**src/design/kmh_pkg.sv**
```systemverilog
// Shared types, constants and compare function of the k-way posting merge.
`timescale 1ns / 1ps
package kmh_pkg;

    localparam int MaxWays = 128;
    localparam int WayW    = $clog2(MaxWays);
    localparam int KeyW    = 31;
    localparam int CntW    = WayW + 1;
    localparam int NodeW   = WayW + 2;
    localparam int CfgW    = 8;

    typedef enum logic [0:0] {
        OP_REC = 1'b0,
        OP_END = 1'b1
    } t_op;

    typedef struct packed {
        logic [KeyW-1:0] word;
        logic [KeyW-1:0] doc;
        logic [KeyW-1:0] freq;
    } t_rec;

    localparam int RecW = $bits(t_rec);

    typedef struct packed {
        t_op  op;
        t_rec rec;
    } t_item;

    // word first, then document; ties are not less
    function automatic logic rec_less(input t_rec a, input t_rec b);
        logic res;
        if (a.word != b.word) begin
            res = (a.word < b.word);
        end else begin
            res = (a.doc < b.doc);
        end
        return res;
    endfunction

endpackage

```
**src/design/kmh_front.sv**
```systemverilog
// Front end: takes input beats and holds them in a two-entry queue.
`timescale 1ns / 1ps
module kmh_front
    import kmh_pkg::*;
(
    input  logic            i_clk,
    input  logic            i_rst_n,
    input  logic            i_in_valid,
    output logic            o_in_ready,
    input  logic            i_op,
    input  logic [KeyW-1:0] i_word_id,
    input  logic [KeyW-1:0] i_doc_id,
    input  logic [KeyW-1:0] i_term_freq,
    output logic            o_q_valid,
    output t_item           o_q_item,
    input  logic            i_q_pop
);

    t_item       r_slot [2];
    logic        r_wp, n_wp;
    logic        r_rp, n_rp;
    logic [1:0]  r_fill, n_fill;
    logic        push;
    t_item       item;

    // classify the beat into an operation and a record
    always_comb begin
        item.op       = (i_op == 1'b1) ? OP_END : OP_REC;
        item.rec.word = i_word_id;
        item.rec.doc  = i_doc_id;
        item.rec.freq = i_term_freq;
    end

    assign o_in_ready = (r_fill != 2'd2);
    assign push       = i_in_valid && o_in_ready;
    assign o_q_valid  = (r_fill != 2'd0);
    assign o_q_item   = r_slot[r_rp];

    always_comb begin
        n_wp   = r_wp ^ push;
        n_rp   = r_rp ^ i_q_pop;
        n_fill = r_fill + {1'b0, push} - {1'b0, i_q_pop};
    end

    always_ff @(posedge i_clk) begin
        if (!i_rst_n) begin
            r_wp   <= 1'b0;
            r_rp   <= 1'b0;
            r_fill <= 2'd0;
        end else begin
            r_wp   <= n_wp;
            r_rp   <= n_rp;
            r_fill <= n_fill;
        end
    end

    // queue payload
    always_ff @(posedge i_clk) begin
        if (push) begin
            r_slot[r_wp] <= item;
        end
    end

endmodule

```
**config.mk**
```make
export PLATFORM = sky130hd
export DESIGN_NAME = kmh_front
export DESIGN_NICKNAME = d
export VERILOG_FILES = /design/src/design/kmh_pkg.sv /design/src/design/kmh_front.sv
export SDC_FILE = /design/constraint.sdc
export NUM_CORES = 1
export LEC_CHECK = 0
export BUFFER_PORTS_ARGS = -buffer_cell sky130_fd_sc_hd__buf_2
export CAP_MARGIN = 20
export CORE_UTILIZATION = 47
export CTS_CLUSTER_DIAMETER = 120
export CTS_CLUSTER_SIZE = 16
export DETAILED_ROUTE_END_ITERATION = 10
export GPL_ROUTABILITY_DRIVEN = 0
export HOLD_SLACK_MARGIN = 0.1
export PLACE_DENSITY_LB_ADDON = 0.05
export SLEW_MARGIN = 10
export SYNTH_ARGS = -nofsm -noshare
export SYNTH_HDL_FRONTEND = slang
export SYNTH_SLANG_ARGS = --single-unit
export TNS_END_PERCENT = 100
```
**constraint.sdc**
```tcl
create_clock -name i_clk -period 5.1 [get_ports i_clk]
set_input_delay 1.02 -clock i_clk [delete_from_list [all_inputs] [get_ports i_clk]]
set_output_delay 1.02 -clock i_clk [all_outputs]
set_load 0.05 [all_outputs]
```
== Word level (Yosys, flattened, before mapping) ==
Memory sizes are Yosys's and may differ from the RTL's. A register that Yosys moved wholly into a read port is not among the register bits.
Cells that the tools add are included.
Word-level totals
  word-level logic and storage cells: 15
  bits in registers: 4
  memory bits (writable): 188
  memories: 1
  latch bits: 0
  output and inout port bits: 96
  bits of input ports: 98
  ROM bits: 0
Memories
  r_slot: depth 2, bits a word 94, read ports 1, clocked after Yosys merged registers in 1, wr ports 1, RTL line kmh_front.sv:19  | t_item r_slot [2];
Cells by class
  reduce and logical (&&, ||, !) cells: 2
  div/mod/pow operators: 0
  mux-type cells: 4
  multiply operators: 0
  $add $sub $neg: 2
  shifts and indexed selects: 0
  equal/unequal tests: 1
  magnitude comparators: 0
  bitwise gates (word level): 2
Operator list (number)
  $mux 1: 4
  $add 2x1->2: 1
  $ne 2x2->1 const B: 1
  $reduce_bool 2->1: 1
  $sub 2x1->2: 1
  $xor 1x1->1: 2
  $logic_and 1x1->1: 1

== Longest topological paths before layout ==
  depth in word-level cells: 4
  mapped depth: 6
  mapped depth without buffers: 6

== Worst setup path after synthesis ==
OpenSTA, ideal clock, no wires.
  path kind: in2reg
  start point: input port i_in_valid
  end point: memory r_slot[1][0] in the netlist's numbering (enable)
  library setup time: 0.548 ns
  buffers on the path: 0
  stages on the path: 2
  data required time: 4.552 ns
  data arrival time: 5.047 ns
  slack: -0.495 ns
  path through: nand2_1 > nor2_1
On the way
  cells in the longest elaborated chain, start to end: 3
Ends and longest elaborated chain
  start, declared: RTL line kmh_front.sv:8  | input logic i_in_valid,
  $logic_and 1x1->1: RTL line kmh_front.sv:35  | assign push = i_in_valid && o_in_ready;
  $mux 1: RTL line kmh_front.sv:59  | if (push) begin
  $mux 1 (implied by the code): RTL line kmh_front.sv:60  | r_slot[r_wp] <= item;
  end, declared: RTL line kmh_front.sv:19
Every way passes these cells.

==> results.py <==
metrics = {
    "drt": {
        "ant_nets": 0,
        "routedWlPerCell_um": 17.2,
        "dr.pass1.iters": 6,
        "drc": 0,
        "vias": 3561,
        "vias_per_cell": 4.95,
        "drtIter0Drc": 192,
        "routed_wl_um": 12400,
    },
    "synthesis": {
        "synth_common_cells": "edfxtp_1, mux2_2, buf_6",
        "synth_area_leaders": "edfxtp_1, mux2_2, dfxtp_1",
        "ys_seq_area_share_pct": 81.7,
        "syn_avg_cell_area_um2": 22.2,
        "synthFlopType": "edfxtp_1",
        "synth_warnings": 0,
        "yosysTopAreaCell": "edfxtp_1",
        "synthCells": 317,
        "syn_area_um2": 7030,
        "synth_most_common_cell": "edfxtp_1",
        "syn_nets": 417,
        "synth_edf_count": 188,
        "ys_ff_latch": 193,
        "synthDistinctLibCells": 20,
        "async_flop_share_pct": 0,
        "synth_top_area_share_pct": 80.3,
    },
    "clocking": {
        "clkSinkCount": 193,
        "cts_setup_buffers": 0,
        "clk_latency_ns": 0.41,
        "postCtsHoldBufs": 0,
        "cts_resized": 0,
        "cts-htree-levels": 4,
        "path_clk_slew_ns": 0.06,
        "cts_tree": "done",
        "cts_inserted_buffers": 17,
        "cts.path.max_buffers": 2,
        "cts-root-buf": "clkbuf_16",
    },
    "sta": {
        "final_max_slew_viol_count": 0,
        "hold_viol_final": 0,
        "tns_ns": 0,
        "finalCritPeriodShare_pct": 68.0,
        "rsz0062_at_grt": "no",
        "fin_skew_ns": 0.00356,
        "worstMarginPinSlew_ns": 1.06,
        "finalWorstSetupSlack_ns": 1.63,
        "hold_slack_ns": 0.564,
        "fin_crit_ns": 3.47,
        "relSlewSlack_pct": 29.1,
        "setup_violations": 0,
        "max_freq_mhz": 288,
    },
    "setup_path": {
        "path_max_fanout": 76,
        "path_class": "flip-flop to primary output",
        "end_kind": "primary output",
        "cp.arrival_ns": 2.45,
        "crit_slowest_cell": "dfxtp_4",
        "max_stage_delay_ns": 1.02,
        "crit_required_ns": 4.08,
        "crit_chain": "buf_4, mux2_2, buf_2",
        "startpoint_type": "flip-flop",
    },
    "power": {
        "power_density_nw_per_um2": 462,
        "vdd_drop_max_v": 0.000265,
        "leakagePower_uw": 0.00327,
    },
    "grt": {
        "grt_max_degree": 79,
        "grt-ovfl-total": 0,
        "grt.total_usage_pct": 16.5,
        "antenna_found_initial": 0,
        "grt_pass1_wl_um": 19200,
        "grt_pass1_vias": 3743,
    },
    "die": {
        "fp.coreArea_um2": 14600,
        "ios": 194,
        "die_w_um": 124,
        "die_h_um": 124,
        "initial_core_util_pct": 48.2,
        "die-area_um2": 15500,
        "rows": 44,
    },
    "finish": {
        "antenna_cells": 0,
        "final_util_pct": 60.1,
        "drive_above_1_share_pct": 59.4,
        "nNetsFinal": 623,
        "synthToLayoutAreaGrowth_pct": 24.6,
    },
    "run": {
        "maxCapViolCount": 0,
    },
    "placed_design": {
        "dpl.hpwl_um": 7960,
        "dp_slack_ns": 1.97,
        "io_buffers": 193,
    },
    "hold_path": {
        "hp-class": "flip-flop to flip-flop",
    },
    "status": {
        "outcome": "completed",
    },
}
[placed cells by master, fill, tap and decap left out, drive strengths merged]
cell,instances
a21bo,1
a21oi,1
and2,3
buf,197
bufinv,3
clkbuf,22
clkinv,6
dfxtp,5
edfxtp,188
ha,2
inv,2
mux2,94
mux2i,1
nand2,2
nand2b,2
nor2,1
nor2b,1
nor3b,1
or2,1
xnor2,1
xor2,1
[critical path, delay by kind of cell (launching register included)]
family | cells | cell delay (ns)
mux | 1 | 0.37
flops | 1 | 1.02
buf+inv | 2 | 0.62
[routing by layer]
metal | up-vias | wire (um) | track usage [%] | part of all wire (%)
met1 | 1758 | 4990 | 19.6 | 40
met4 | 0 | 133 | 5.95 | 1.1
met5 | - | 0 | 0 | 0
met3 | 11 | 915 | 5.63 | 7.4
met2 | 123 | 6360 | 27.8 | 51
li1 | 1669 | - | - | -
[power breakdown]
group,switching [uW],leakage [uW],internal [uW],total (uW)
Clock,512,0.000272,761,1270
Combinational,585,0.00121,221,806
Sequential,54.5,0.00180,1920,1970
[through the flow]
stage | area, um^2 | instances | power, uW
floorplan | 7030 | 317 | 2630
finish | 8760 | 719 | 4050
detailed placement | 8200 | 688 | 2830
global placement | 8200 | 688 | 2810
CTS | 8760 | 719 | 4100
global route | 8760 | 719 | 4200
[path summary, 6_finish.rpt]
kind / start / endpoint / slack, ns / cells after the start
worst min-delay path: r_rp / flip-flop / 0.56 / 2
worst max register to register: r_fill[0] / r_slot[0][91] / 2.90 / 5
worst min register to register: r_rp / flip-flop / 0.56 / 2
worst max-delay path: flip-flop / o_q_item[68] / 1.63 / 3
[layout make-up]
| type | count | area (um^2) |
|---|---|---|
| fillers | 1137 | 5830 |
| flip-flops and latches | 193 | 5750 |
| multi-input cells | 112 | 1210 |
| repair buffers | 197 | 1010 |
| clock buffers | 22 | 444 |
| well taps | 184 | 230 |
| clock inverters | 9 | 115 |
| inverters | 2 | 7.51 |
[state kept, by name, summed over array words and instances, names as in the netlist, named ones only]
register	cells
r_rp	1
r_slot	188
r_fill	2
r_wp	1
[cells by family after synthesis]
family	after synthesis	share of synthesized area, %
DFF	193	81.7
xor gates and xnor gates	2	0.249
buffers and inverters	12	1.39
muxes	95	15.2
adders and majority gates	2	0.356
and+or+nand+nor	11	0.890
AOI/OAI and AO/OA	2	0.213
Note: power is estimated with default switching activity, not from simulation.
